===== src/design/interrupt_drain_budget_policy_defines.svh =====
// ----------------------------------------------------------------------------
// Interrupt drain budget policy: assertion macros
// Shared concurrent assertion forms, clocked on clk, disabled in reset.
// ----------------------------------------------------------------------------
`ifndef INTERRUPT_DRAIN_BUDGET_POLICY_DEFINES_SVH
`define INTERRUPT_DRAIN_BUDGET_POLICY_DEFINES_SVH

// Same-cycle implication
`define IDBP_ASSERT_NOW(label, cond, expr, msg) \
    label: assert property (@(posedge clk) disable iff (!rst_n) (cond) |-> (expr)) \
        else $error(msg);

// Next-cycle implication
`define IDBP_ASSERT_NEXT(label, cond, expr, msg) \
    label: assert property (@(posedge clk) disable iff (!rst_n) (cond) |=> (expr)) \
        else $error(msg);

`endif


===== src/design/idbp_pkg.sv =====
// ----------------------------------------------------------------------------
// idbp_pkg
// Types, codes and helpers for the interrupt drain budget policy.
// ----------------------------------------------------------------------------
`timescale 1ns / 1ps

package idbp_pkg;

    localparam int COUNT_BITS = 16;
    localparam int CFG_BITS   = 16;
    localparam int CMP_BITS   = (COUNT_BITS > CFG_BITS) ? COUNT_BITS : CFG_BITS;
    localparam int CFG_ADDR_BITS = 3;

    typedef logic [COUNT_BITS-1:0] count_t;
    typedef logic [CFG_BITS-1:0]   limit_t;
    typedef logic [1:0]            kind_t;
    typedef logic [1:0]            status_t;
    typedef logic [3:0]            action_t;

    localparam kind_t KIND_START      = 2'd0;
    localparam kind_t KIND_PRE_POLL   = 2'd1;
    localparam kind_t KIND_POST_POLL  = 2'd2;
    localparam kind_t KIND_NONE       = 2'd3;

    localparam status_t ST_OK         = 2'd0;
    localparam status_t ST_TIMEOUT    = 2'd1;
    localparam status_t ST_ALL_ZERO   = 2'd2;
    localparam status_t ST_XPORT_ERR  = 2'd3;

    localparam action_t ACT_CONTINUE  = 4'd0;
    localparam action_t ACT_COMPLETE  = 4'd1;
    localparam action_t ACT_ITER_CAP  = 4'd2;
    localparam action_t ACT_ZERO_BUDG = 4'd3;
    localparam action_t ACT_NOPR_BUDG = 4'd4;
    localparam action_t ACT_XPORT_ERR = 4'd5;
    localparam action_t ACT_PKT_CAP   = 4'd6;
    localparam action_t ACT_FLUSH_BUD = 4'd7;
    localparam action_t ACT_EVT_BUDG  = 4'd8;

    localparam logic [CFG_ADDR_BITS-1:0] REG_MAX_POLL   = 3'd0;
    localparam logic [CFG_ADDR_BITS-1:0] REG_MAX_ZERO   = 3'd1;
    localparam logic [CFG_ADDR_BITS-1:0] REG_MAX_NOPROG = 3'd2;
    localparam logic [CFG_ADDR_BITS-1:0] REG_MAX_PKT    = 3'd3;
    localparam logic [CFG_ADDR_BITS-1:0] REG_MAX_FLUSH  = 3'd4;
    localparam logic [CFG_ADDR_BITS-1:0] REG_MAX_EVT    = 3'd5;

    localparam limit_t RST_MAX_POLL   = 16'd64;
    localparam limit_t RST_MAX_ZERO   = 16'd4;
    localparam limit_t RST_MAX_NOPROG = 16'd8;
    localparam limit_t RST_MAX_PKT    = 16'd32;
    localparam limit_t RST_MAX_FLUSH  = 16'd16;
    localparam limit_t RST_MAX_EVT    = 16'd32;

    typedef struct packed {
        kind_t   kind;
        logic    hint;
        status_t status;
        logic    pkt;
        logic    evt;
        logic    pend;
        logic    ctl;
    } item_t;

    typedef struct packed {
        action_t action;
        logic    hint_echo;
        logic    made_progress;
    } result_t;

    typedef struct packed {
        limit_t max_poll;
        limit_t max_zero;
        limit_t max_noprog;
        limit_t max_pkt;
        limit_t max_flush;
        limit_t max_evt;
    } cfg_t;

    function automatic count_t sat_inc(input count_t v);
        sat_inc = (v == {COUNT_BITS{1'b1}}) ? v : v + count_t'(1);
    endfunction

    function automatic logic reached(input count_t cnt, input limit_t lim);
        reached = CMP_BITS'(cnt) >= CMP_BITS'(lim);
    endfunction

endpackage


===== src/design/idbp_core.sv =====
// ----------------------------------------------------------------------------
// idbp_core
// Drain counters and prioritized action decode for one transaction.
// ----------------------------------------------------------------------------
`timescale 1ns / 1ps
`include "interrupt_drain_budget_policy_defines.svh"

module idbp_core
    import idbp_pkg::*;
(
    input  logic    clk,
    input  logic    rst_n,
    input  logic    adv,
    input  item_t   item,
    input  cfg_t    cfg,
    output result_t result
);

    count_t poll_reg,   poll_next;
    count_t noprog_reg, noprog_next;
    count_t zero_reg,   zero_next;
    count_t pkt_reg,    pkt_next;
    count_t evt_reg,    evt_next;
    count_t pend_reg,   pend_next;
    logic   ctl_reg,    ctl_next;
    action_t action;

    always_comb
    begin
        poll_next   = poll_reg;
        noprog_next = noprog_reg;
        zero_next   = zero_reg;
        pkt_next    = pkt_reg;
        evt_next    = evt_reg;
        pend_next   = pend_reg;
        ctl_next    = ctl_reg;
        action      = ACT_CONTINUE;
        unique case (item.kind)
            KIND_START:
            begin
                poll_next   = '0;
                noprog_next = '0;
                zero_next   = '0;
                pkt_next    = '0;
                evt_next    = '0;
                pend_next   = '0;
                ctl_next    = 1'b0;
            end
            KIND_PRE_POLL:
            begin
                if (reached(poll_reg, cfg.max_poll))
                    action = ACT_ITER_CAP;
            end
            KIND_POST_POLL:
            begin
                poll_next = sat_inc(poll_reg);
                if (item.status == ST_TIMEOUT || item.status == ST_ALL_ZERO)
                begin
                    noprog_next = sat_inc(noprog_reg);
                    zero_next   = (item.status == ST_ALL_ZERO) ? sat_inc(zero_reg) : '0;
                    priority if (!item.hint)
                        action = ACT_COMPLETE;
                    else if (item.status == ST_ALL_ZERO && reached(zero_next, cfg.max_zero))
                        action = ACT_ZERO_BUDG;
                    else if (reached(noprog_next, cfg.max_noprog))
                        action = ACT_NOPR_BUDG;
                    else
                        action = ACT_CONTINUE;
                end
                else
                begin
                    if (item.pkt)
                        pkt_next = sat_inc(pkt_reg);
                    if (item.evt)
                        evt_next = sat_inc(evt_reg);
                    if (item.pend)
                        pend_next = sat_inc(pend_reg);
                    if (item.ctl)
                        ctl_next = 1'b1;
                    if (item.pkt || item.evt || item.pend || item.ctl)
                    begin
                        noprog_next = '0;
                        zero_next   = '0;
                    end
                    priority if (item.status == ST_XPORT_ERR)
                        action = ACT_XPORT_ERR;
                    else if (reached(pkt_next, cfg.max_pkt))
                        action = ACT_PKT_CAP;
                    else if (item.pend && reached(pend_next, cfg.max_flush))
                        action = ACT_FLUSH_BUD;
                    else if (!item.pend && reached(evt_next, cfg.max_evt))
                        action = ACT_EVT_BUDG;
                    else
                        action = ACT_CONTINUE;
                end
            end
            default:
            begin
                action = ACT_CONTINUE;
            end
        endcase
    end

    always_comb
    begin
        result.action        = action;
        result.hint_echo     = item.hint;
        result.made_progress = (pkt_next != '0) || (evt_next != '0) || ctl_next;
    end

    always_ff @(posedge clk or negedge rst_n)
    begin
        if (!rst_n)
        begin
            poll_reg   <= '0;
            noprog_reg <= '0;
            zero_reg   <= '0;
            pkt_reg    <= '0;
            evt_reg    <= '0;
            pend_reg   <= '0;
            ctl_reg    <= 1'b0;
        end
        else if (adv)
        begin
            poll_reg   <= poll_next;
            noprog_reg <= noprog_next;
            zero_reg   <= zero_next;
            pkt_reg    <= pkt_next;
            evt_reg    <= evt_next;
            pend_reg   <= pend_next;
            ctl_reg    <= ctl_next;
        end
    end

    `IDBP_ASSERT_NEXT(a_start_clears, adv && item.kind == KIND_START, poll_reg == '0 && noprog_reg == '0 && zero_reg == '0 && pkt_reg == '0 && evt_reg == '0 && pend_reg == '0 && !ctl_reg, "drain start left a counter set")
    `IDBP_ASSERT_NEXT(a_poll_monotonic, adv && item.kind != KIND_START, poll_reg >= $past(poll_reg), "poll count fell without drain start")
    `IDBP_ASSERT_NOW(a_complete_no_hint, adv && result.action == ACT_COMPLETE, !item.hint, "complete reported with hint asserted")
    `IDBP_ASSERT_NOW(a_start_no_progress, adv && item.kind == KIND_START, !result.made_progress && result.action == ACT_CONTINUE, "drain start reported progress or a stop")

endmodule


===== src/design/interrupt_drain_budget_policy.sv =====
// A transaction accepted into the input register shows its result on m_* once it has moved into the result register.
// Throughput: one transaction per cycle while m_tready does not stall; input register, policy logic, result register.
// The result register stalls on m_tready and backs up into the input register.
// Reset clears all drain counters and the valid flags of both pipeline stages.
// Reset loads the limit registers with their default values.
// ----------------------------------------------------------------------------
// interrupt_drain_budget_policy
// Budgets one interrupt drain of a sensor hub link and returns stop actions.
// ----------------------------------------------------------------------------
`timescale 1ns / 1ps

module interrupt_drain_budget_policy
    import idbp_pkg::*;
(
    input  logic                     clk,
    input  logic                     rst_n,
    input  logic                     s_tvalid,
    output logic                     s_tready,
    input  logic [7:0]               s_tdata,   // hint_asserted, poll_status[1:0],
                                                // phys_packet, produced_event,
                                                // dequeued_pending, handled_control, pad
    input  logic [1:0]               s_tuser,   // kind[1:0]
    output logic                     m_tvalid,
    input  logic                     m_tready,
    output logic [7:0]               m_tdata,   // action[3:0], hint_echo, made_progress, pad
    input  logic                     cfg_we,
    input  logic [CFG_ADDR_BITS-1:0] cfg_addr,
    input  logic [CFG_BITS-1:0]      cfg_data
);

    logic    in_valid_reg;
    item_t   in_item_reg;
    logic    out_valid_reg;
    result_t out_data_reg;
    cfg_t    cfg_reg;
    result_t result;
    item_t   s_item;
    logic    adv;

    assign adv      = in_valid_reg && (!out_valid_reg || m_tready);
    assign s_tready = !in_valid_reg || adv;

    always_comb
    begin
        s_item.kind   = s_tuser;
        s_item.hint   = s_tdata[0];
        s_item.status = s_tdata[2:1];
        s_item.pkt    = s_tdata[3];
        s_item.evt    = s_tdata[4];
        s_item.pend   = s_tdata[5];
        s_item.ctl    = s_tdata[6];
    end

    always_ff @(posedge clk or negedge rst_n)
    begin
        if (!rst_n)
            in_valid_reg <= 1'b0;
        else if (s_tready)
            in_valid_reg <= s_tvalid;
    end

    always_ff @(posedge clk)
    begin
        if (s_tvalid && s_tready)
            in_item_reg <= s_item;
    end

    always_ff @(posedge clk or negedge rst_n)
    begin
        if (!rst_n)
            out_valid_reg <= 1'b0;
        else if (adv)
            out_valid_reg <= 1'b1;
        else if (m_tready)
            out_valid_reg <= 1'b0;
    end

    always_ff @(posedge clk)
    begin
        if (adv)
            out_data_reg <= result;
    end

    always_ff @(posedge clk or negedge rst_n)
    begin
        if (!rst_n)
        begin
            cfg_reg.max_poll   <= RST_MAX_POLL;
            cfg_reg.max_zero   <= RST_MAX_ZERO;
            cfg_reg.max_noprog <= RST_MAX_NOPROG;
            cfg_reg.max_pkt    <= RST_MAX_PKT;
            cfg_reg.max_flush  <= RST_MAX_FLUSH;
            cfg_reg.max_evt    <= RST_MAX_EVT;
        end
        else if (cfg_we)
        begin
            unique case (cfg_addr)
                REG_MAX_POLL:   cfg_reg.max_poll   <= cfg_data;
                REG_MAX_ZERO:   cfg_reg.max_zero   <= cfg_data;
                REG_MAX_NOPROG: cfg_reg.max_noprog <= cfg_data;
                REG_MAX_PKT:    cfg_reg.max_pkt    <= cfg_data;
                REG_MAX_FLUSH:  cfg_reg.max_flush  <= cfg_data;
                REG_MAX_EVT:    cfg_reg.max_evt    <= cfg_data;
                default:        cfg_reg            <= cfg_reg;
            endcase
        end
    end

    idbp_core u_core (
        .clk    (clk),
        .rst_n  (rst_n),
        .adv    (adv),
        .item   (in_item_reg),
        .cfg    (cfg_reg),
        .result (result)
    );

    assign m_tvalid = out_valid_reg;
    assign m_tdata  = {2'b00, out_data_reg.made_progress, out_data_reg.hint_echo,
                       out_data_reg.action};

endmodule

===== config.mk =====
export PLATFORM = sky130hd
export DESIGN_NAME = interrupt_drain_budget_policy
export DESIGN_NICKNAME = d
export VERILOG_FILES = /design/src/design/idbp_pkg.sv /design/src/design/idbp_core.sv /design/src/design/interrupt_drain_budget_policy.sv
export VERILOG_INCLUDE_DIRS = /design/src /design/src/design
export SDC_FILE = /design/constraint.sdc
export NUM_CORES = 1
export LEC_CHECK = 0
export BUFFER_PORTS_ARGS = -buffer_cell sky130_fd_sc_hd__buf_2
export CORE_ASPECT_RATIO = 1.4
export CORE_MARGIN = 1
export CORE_UTILIZATION = 55
export CTS_CLUSTER_SIZE = 12
export DETAILED_ROUTE_END_ITERATION = 16
export PLACE_DENSITY_LB_ADDON = 0.2
export SLEW_MARGIN = 10
export SYNTH_ARGS = -nofsm -noshare
export SYNTH_HDL_FRONTEND = slang
export SYNTH_SLANG_ARGS = --single-unit

===== constraint.sdc =====
create_clock -name clk -period 10.5 [get_ports clk]
set_input_delay 0 -clock clk [delete_from_list [all_inputs] [get_ports clk]]
set_output_delay 0 -clock clk [all_outputs]
set_load 0.02 [all_outputs]

==> out/qor.yml, run 1 <==
status: "finished clean"
ir_worst_vdd_mv: 0.142
tightest_slew_ns: 1.02
synth_edf_count: 15
clock_path_buffers: 3
die_area_sq_um: 23900
async_flop_share: 0.929
synth_top_flop_cell: "dfrtp_1"
h-tree-depth: 1
layout.area.seq_sq_um: 5340
design.core.area_sq_um: 22700
min_period_over_period: 0.416
clock_sinks: 210
power-per-cell-area_nw_per_um2: 148
ys_ff_latch: 210
fin_cells: 1765
ios: 44
rsz0062_at_grt: "false"
vias: 10500
io_buffers: 40
largest_reg_flops: 96
slew_headroom: 0.321
pre_cts_ws_ns: 6.23
setup_ws_ns: 6.13
cts_buffers: 23
worstPathRequired_ns: 10.75
die_h_um: 182
routabilityCongestion: 0.914
max_freq_mhz: 229
path_class: "reg2reg"
maxCapViolations: 0
cts_tree: "yes"
dpl.hpwl_mm: 23.0
setup_viol: 0
dp_cells: 1696
met2WireLength_mm: 16.0
wl_per_cell_um: 18.6
drt.antenna.violating_nets: 0
fin_skew_ns: 0.00761
holdWs_ns: 0.112
layout_commonest_cell: "dfrtp_1"
drtIter0Drc: 772
highest_layer: "met4"
postLayoutCellArea_sq_um: 14300
ff2ff_path_depth: 16
wl_met3_mm: 1.43
layout-drive-gt1-share: 0.104
fp.dieW_um: 131
setup_tns_ns: 0
nets: 1590
syn2layout_area_growth_pct: 11.8
maxSlewViolCount: 0
cp.arrival_ns: 4.62
post_cts_resize_count: 0
clk_latency_ns: 0.51
hold_viol_final: 0
dr.pass1.iters: 5
post-route-util: 0.630
antenna_cells: 0
power_leakage_nw: 6.76
initial_core_util: 0.563
syn_inst: 1402
cts.clk_slew.worst_paths_ns: 0.06
crit_path_start_kind: "register"
finalPower_mw: 2.12
row_count: 65
placed_area_sq_um: 13300
min_period_ns: 4.37
routed_wl_mm: 32.9
postSynthAreaPerCell_sq_um: 9.12
final_cell_mix: "dfrtp_1 (189), nand2_1 (171), o21ai_0 (153)"
grt_pass1_vias: 10500
grt_overflow: 0
fillers: 1840
root_buffer: "clkbuf_16"
synth_area_sq_um: 12800
multi_input_area_sq_um: 6840
grt_usage: 0.290
yosysWarnings: 0
antenna_found_initial: 0
cp-end-kind: "register"
ys_types: 72
drc: 0
hold_path_depth: 5
hold_class: "in2reg"
path_max_fanout: 9
grt_pass1_wl_mm: 53.8
grt_max_degree: 92
wl_met1_mm: 14.2
yosysSeqAreaShare: 0.417
avgViaCountPerCell: 5.96
## layer usage
| layer | global-route usage | vias to the layer above |
|---|---|---|
| met2 | 0.488 | 289 |
| li1 | - | 5068 |
| met4 | 0.109 | 0 |
| met1 | 0.380 | 5068 |
| met5 | 0 | - |
| met3 | 0.0328 | 88 |
## synthesized netlist by cell type (9+ instances only)
library cell  instances  share of area
o211ai_1             10         0.0059
o21ai_0             153          0.060
mux2_2               45          0.040
xor2_1               28          0.019
edfxtp_1             15          0.035
nand4_1              34          0.017
nor3_1               30          0.012
inv_1               114          0.033
o31ai_1              14         0.0082
clkbuf_1             45          0.013
ha_1                107           0.10
and3_1               22          0.011
nor2_1               84          0.025
xnor2_1              24          0.016
nor4_1               17         0.0083
a31oi_1              12         0.0059
a21o_1               33          0.019
nand3_1              38          0.015
dfrtp_1             189           0.37
nand2b_1             15         0.0073
a21oi_1              49          0.019
nand2_1             171          0.050
a22o_1               31          0.021
a211oi_1              9         0.0053
## cells by family (layout without fill, tap and decap cells)
family	after synthesis	in the layout	synth area share
flops	210	210	0.417
simple gates	457	457	0.174
buf+inv	172	233	0.0520
fa+ha+maj	107	107	0.105
mux	52	52	0.0451
xor+xnor	53	53	0.0369
compound gates	350	350	0.170
other cells	1	2	0.000293
## area by class of cell
type / count / share of cell area
well taps: 301 / 0.0263
flip-flops and latches: 210 / 0.373
inverters: 115 / 0.0302
clock buffers: 37 / 0.0495
multi-input cells: 1021 / 0.478
repair buffers: 78 / 0.0396
clock inverters: 3 / 0.00280
## worst paths after layout
check,slack [ns],endpoint,start
max in group asynchronous,9.10,cfg_reg[2],rst_n
worst max-delay path,6.13,m_tdata[0],u_core.zero_reg[3]
min in group asynchronous,0.13,u_core.evt_reg[15],rst_n
worst min register to register,0.50,m_tvalid,in_valid_reg
worst max register to register,6.13,m_tdata[0],u_core.zero_reg[3]
worst min-delay path,0.11,cfg_reg[66],cfg_addr[1]
## power breakdown
group	internal (mW)	switching, mW	total (mW)	leakage, nW
Sequential	0.914	0.0479	0.962	2.67
Combinational	0.146	0.204	0.350	3.72
Clock	0.482	0.326	0.808	0.370
## what timing repair did
action,CTS,global route
hold buffers,29,0
endpoints found under the hold margin,193,0
buffers inserted,0,0
## critical path, cell delays in order, from the launching register on
cell	delay, ns
dfrtp_1	0.48
and4_1	0.30
nand4_1	0.20
or4b_1	0.74
nand2b_1	0.19
nor2_1	0.09
xnor2_1	0.16
nor2_1	0.06
ha_1	0.30
a21o_1	0.16
a21o_1	0.18
a21o_1	0.17
a211oi_1	0.23
o21bai_1	0.09
a32o_1	0.32
o311ai_0	0.36
a31oi_1	0.08
Power figures use the tool's default switching activity.
==> run 2, diff against run 1 <==
Clock period 10.5 ns to 4.5 ns, I/O delays scaled along.
==> out/qor.yml, run 2 (synthesized netlist as in run 1, its figures left out) <==
slowest_stage: "or4b_1"
path_cells: "and4_1, nand4_1, or4b_1, nand2b_1, nor2_1, xnor2_1, nor2_1, ha_1, a21o_1, a21o_1, a21o_1, a211oi_1, o21bai_1, a32o_1, o311ai_0, a31oi_1"
wl_per_cell_um: 18.5
initial_core_util: 0.563
path_class: "reg2reg"
setup_viol: 0
maxCapViolations: 0
antenna_found_initial: 0
dr.pass1.iters: 5
io_buffers: 40
grt_pass1_wl_mm: 53.1
dpl.hpwl_mm: 23.1
layout-drive-gt1-share: 0.107
grt_overflow: 0
worstPathRequired_ns: 4.75
drtIter0Drc: 757
cts_tree: "yes"
cp-end-kind: "register"
nets: 1593
ios: 44
grt_pass1_vias: 10200
tightest_slew_ns: 1.03
crit_path_start_kind: "register"
clock_path_buffers: 3
power-per-cell-area_nw_per_um2: 355
final_cell_mix: "dfrtp_1 (189), nand2_1 (171), o21ai_0 (153)"
cts_buffers: 24
crit_top_cell: "a21o_1"
fp.dieW_um: 131
holdWs_ns: 0.0402
grt_usage: 0.289
avgViaCountPerCell: 5.92
path_max_fanout: 8
design.core.area_sq_um: 22700
rsz0062_at_grt: "false"
syn2layout_area_growth_pct: 12.7
postLayoutCellArea_sq_um: 14400
clk_latency_ns: 0.51
grt_max_degree: 122
placed_area_sq_um: 13300
cts.clk_slew.worst_paths_ns: 0.06
layout_commonest_cell: "dfrtp_1"
min_period_over_period: 0.919
clock_sinks: 210
die_area_sq_um: 23900
cp.arrival_ns: 4.39
power_leakage_nw: 6.82
antenna_cells: 0
die_h_um: 182
root_buffer: "clkbuf_16"
status: "finished clean"
min_period_ns: 4.13
ir_worst_vdd_mv: 0.299
post_cts_resize_count: 0
drt.antenna.violating_nets: 0
routed_wl_mm: 32.8
hold_viol_final: 0
drc: 0
routabilityCongestion: 0.923
largest_reg_flops: 96
max_freq_mhz: 242
max_stage_delay_ns: 0.59
slew_headroom: 0.313
hold_class: "in2async"
setup_tns_ns: 0
fin_skew_ns: 0.00716
vias: 10500
h-tree-depth: 1
row_count: 65
maxSlewViolCount: 0
[run 2: repair_timing]
item | 4_1_cts | 5_1_grt
buffers inserted | 0 | 0
endpoints found under the hold margin | 181 | 0
hold buffers | 29 | 0
[run 2: layout make-up]
class,instances,area [sq um]
Clock buffer,36,717
Clock inverter,7,114
Fill cell,1888,8280
Inverter,115,432
Multi-Input combinational cell,1021,6840
Sequential cell,210,5340
Tap cell,301,377
Timing Repair Buffer,80,594
[run 2: worst paths after layout]
path                                    startpoint                   end  slack, ns  cells after the start
max in group asynchronous                    rst_n  u_core.noprog_reg[6]       3.36                      3
worst min register to register        in_valid_reg              m_tvalid       0.50                      1
worst min-delay path                         rst_n     u_core.evt_reg[4]       0.04                      2
min in group clk                       cfg_addr[1]           cfg_reg[66]       0.12                      5
worst max-delay path            u_core.zero_reg[3]            m_tdata[0]       0.37                     16
worst max register to register  u_core.zero_reg[3]            m_tdata[0]       0.37                     16
[run 2: worst max-delay path: cells and delay by family (launching register included)]
family          cells  cell delay [ns]
compound gates      8             1.57
xor+xnor            1             0.16
fa+ha+maj           1             0.30
flops               1             0.47
simple gates        6             1.36
[run 2: per-layer routing]
layer,track usage,vias to the layer above,share of wire
met2,0.477,279,0.48
li1,-,5088,-
met4,0.134,0,0.048
met5,0,-,0
met1,0.376,5022,0.43
met3,0.0322,91,0.041
[run 2: power by group]
group          switching [mW]  internal (mW)  total (mW)
clock                   0.788           1.27        2.06
combinational           0.476          0.341       0.816
sequential              0.111           2.13        2.24
[run 2: through the flow]
stage               setup WS, ns   util  std cells  power (mW)
floorplan                  0.579      -       1403        2.79
global placement           0.577  0.586       1698        3.03
detailed placement         0.462  0.586       1698        3.07
CTS                        0.432  0.635       1770        5.16
global route               0.167  0.635       1770        5.37
finish                     0.366  0.635       1770        5.12
==> run 3, diff against run 2 <==
Settings changed: SYNTH_HIERARCHICAL set to 1.
==> out/qor.yml, run 3 <==
status: "finished clean"
grt_usage: 0.276
synth_area_sq_um: 13300
rrSetupSlack_ns: 0.53
layout-drive-gt1-share: 0.155
setup_tns_ns: 0
yosysSeqAreaShare: 0.402
hold_viol_final: 0
row_count: 66
antenna_cells: 0
setup_viol: 0
cts_setup_buffers: 0
dr.pass1.iters: 5
synth_top_flop_cell: "dfrtp_1"
ys_ff_latch: 210
fillers: 1970
routabilityCongestion: 0.928
finalPower_mw: 5.07
synth.most_common_cell: "dfrtp_1"
initial_core_util: 0.566
setup_ws_ns: 0.530
avgViaCountPerCell: 6.12
grt_max_degree: 114
drt.antenna.violating_nets: 0
cts_tree: "yes"
yosysWarnings: 6
dp_cells: 1649
drc: 0
maxSlewViolCount: 0
clock_sinks: 210
nets: 1538
cts_buffers: 23
wl_per_cell_um: 19.5
min_period_over_period: 0.882
vias: 10500
fin_skew_ns: 0.0139
antenna_found_initial: 0
cts.clk_slew.worst_paths_ns: 0.06
path_max_fanout: 8
grt_pass1_vias: 10200
design.core.area_sq_um: 23500
min_period_ns: 3.97
synthTopCellsByCount: "dfrtp_1 (189), inv_1 (113), ha_1 (107)"
largest_reg_flops: 96
final_cell_mix: "dfrtp_1 (189), inv_1 (113), ha_1 (107)"
worstPathRequired_ns: 4.72
ys_types: 77
yosysTopAreaCell: "dfrtp_1"
grt_overflow: 0
slew_headroom: 0.236
yosys-top-cells-area: "dfrtp_1 (36%), ha_1 (10%), mux2_2 (7.5%)"
layout_commonest_cell: "dfrtp_1"
cp-end-kind: "register"
root_buffer: "clkbuf_16"
io_buffers: 40
drtIter0Drc: 802
power-per-cell-area_nw_per_um2: 345
h-tree-depth: 1
hold_class: "in2async"
grt_pass1_wl_mm: 53.4
ir_worst_vdd_mv: 0.464
synth_edf_count: 15
synth_top_area_frac: 0.356
cp.arrival_ns: 4.19
syn2layout_area_growth_pct: 10.4
timing.rr.end: "m_tdata[1]"
reg2reg_from: "u_core/pkt_reg[0]"
ff2ff_path_depth: 13
layout.area.seq_sq_um: 5340
ios: 44
pre_cts_ws_ns: 0.695
tightest_slew_ns: 1.15
postSynthAreaPerCell_sq_um: 9.81
fin_cells: 1718
path_class: "reg2reg"
fp.dieW_um: 133
routed_wl_mm: 33.6
max_freq_mhz: 252
clock_path_buffers: 3
clk_latency_ns: 0.51
syn_inst: 1354
die_h_um: 186
power_leakage_nw: 6.96
crit_path_start_kind: "register"
dpl.hpwl_mm: 23.7
multi_input_area_sq_um: 7180
maxCapViolations: 0
die_area_sq_um: 24800
async_flop_share: 0.929
rsz0062_at_grt: "false"
==> run 3: layer usage <==
metal,global-route usage,share of wire,vias to the layer above
met5,0,0,-
met4,0.100,0.033,0
met3,0.0278,0.044,77
met2,0.495,0.51,314
met1,0.343,0.42,5162
li1,-,-,4967
==> run 3: metrics by stage <==
stage / utilization / cell area (sq um) / hold WS, ns
6_report: 0.625 / 14700 / 0.163
5_1_grt: 0.625 / 14700 / 0.204
4_1_cts: 0.625 / 14700 / 0.170
3_5_place_dp: 0.581 / 13600 / 0.178
3_3_place_gp: 0.581 / 13600 / 0.178
2_1_floorplan: - / 13300 / -0.296
==> run 3: cells by family (layout without fill, tap and decap cells) <==
logic type               count (synthesis)  after routing  synth area share
AO/OA/AOI/OAI                          281            281             0.140
XOR/XNOR                                64             64            0.0422
adder cells (fa/ha/maj)                107            107             0.101
buffers and inverters                  179            236            0.0579
flip-flops                             210            210             0.402
multiplexers                           106            106            0.0921
other                                    1              2          0.000282
AND/OR/NAND/NOR                        406            406             0.164
==> run 3: how the worst max path moves through the flow <==
| stage | from | to | slack (ns) | cells past startpoint |
|---|---|---|---|---|
| 5_1_grt | u_core/pkt_reg[0] | m_tdata[2] | 0.31 | 13 |
| 3_3_place_gp | u_core/pkt_reg[3] | m_tdata[2] | 0.73 | 12 |
| 6_report | u_core/pkt_reg[0] | m_tdata[1] | 0.53 | 13 |
| 4_1_cts | u_core/pend_reg[2] | m_tdata[2] | 0.66 | 14 |
| 2_1_floorplan | u_core/pkt_reg[0] | m_tdata[2] | 1.06 | 14 |
| 3_5_place_dp | u_core/pend_reg[2] | m_tdata[2] | 0.70 | 14 |
==> run 3: final cells by class <==
type | instances | share of cell area
timing repair buffer | 83 | 0.0412
clock inverter | 4 | 0.00307
sequential | 210 | 0.364
inverter | 113 | 0.0289
multi-input combinational | 966 | 0.489
clock buffer | 36 | 0.0474
tap | 306 | 0.0261
==> run 3: where the power goes <==
| group | switching, mW | internal [mW] |
|---|---|---|
| clock | 0.758 | 1.11 |
| sequential | 0.151 | 2.15 |
| combinational | 0.477 | 0.424 |
| total | 1.39 | 3.68 |
==> run 3: worst max-delay path, cell delays in order (launching register included) <==
cell,delay [ns]
dfrtp_1,0.51
ha_1,0.29
nand4_1,0.15
or4_1,0.58
nand2_1,0.26
xor2_1,0.20
ha_1,0.25
nand2b_1,0.14
a21o_1,0.18
a211oi_1,0.22
o21ai_0,0.14
a31o_2,0.28
o21ai_0,0.30
a21boi_0,0.19
==> run 3: repair_timing <==
| action | CTS | global route |
|---|---|---|
| resized for setup | 0 | 0 |
| hold endpoints to repair | 213 | 0 |
| hold buffers | 29 | 0 |
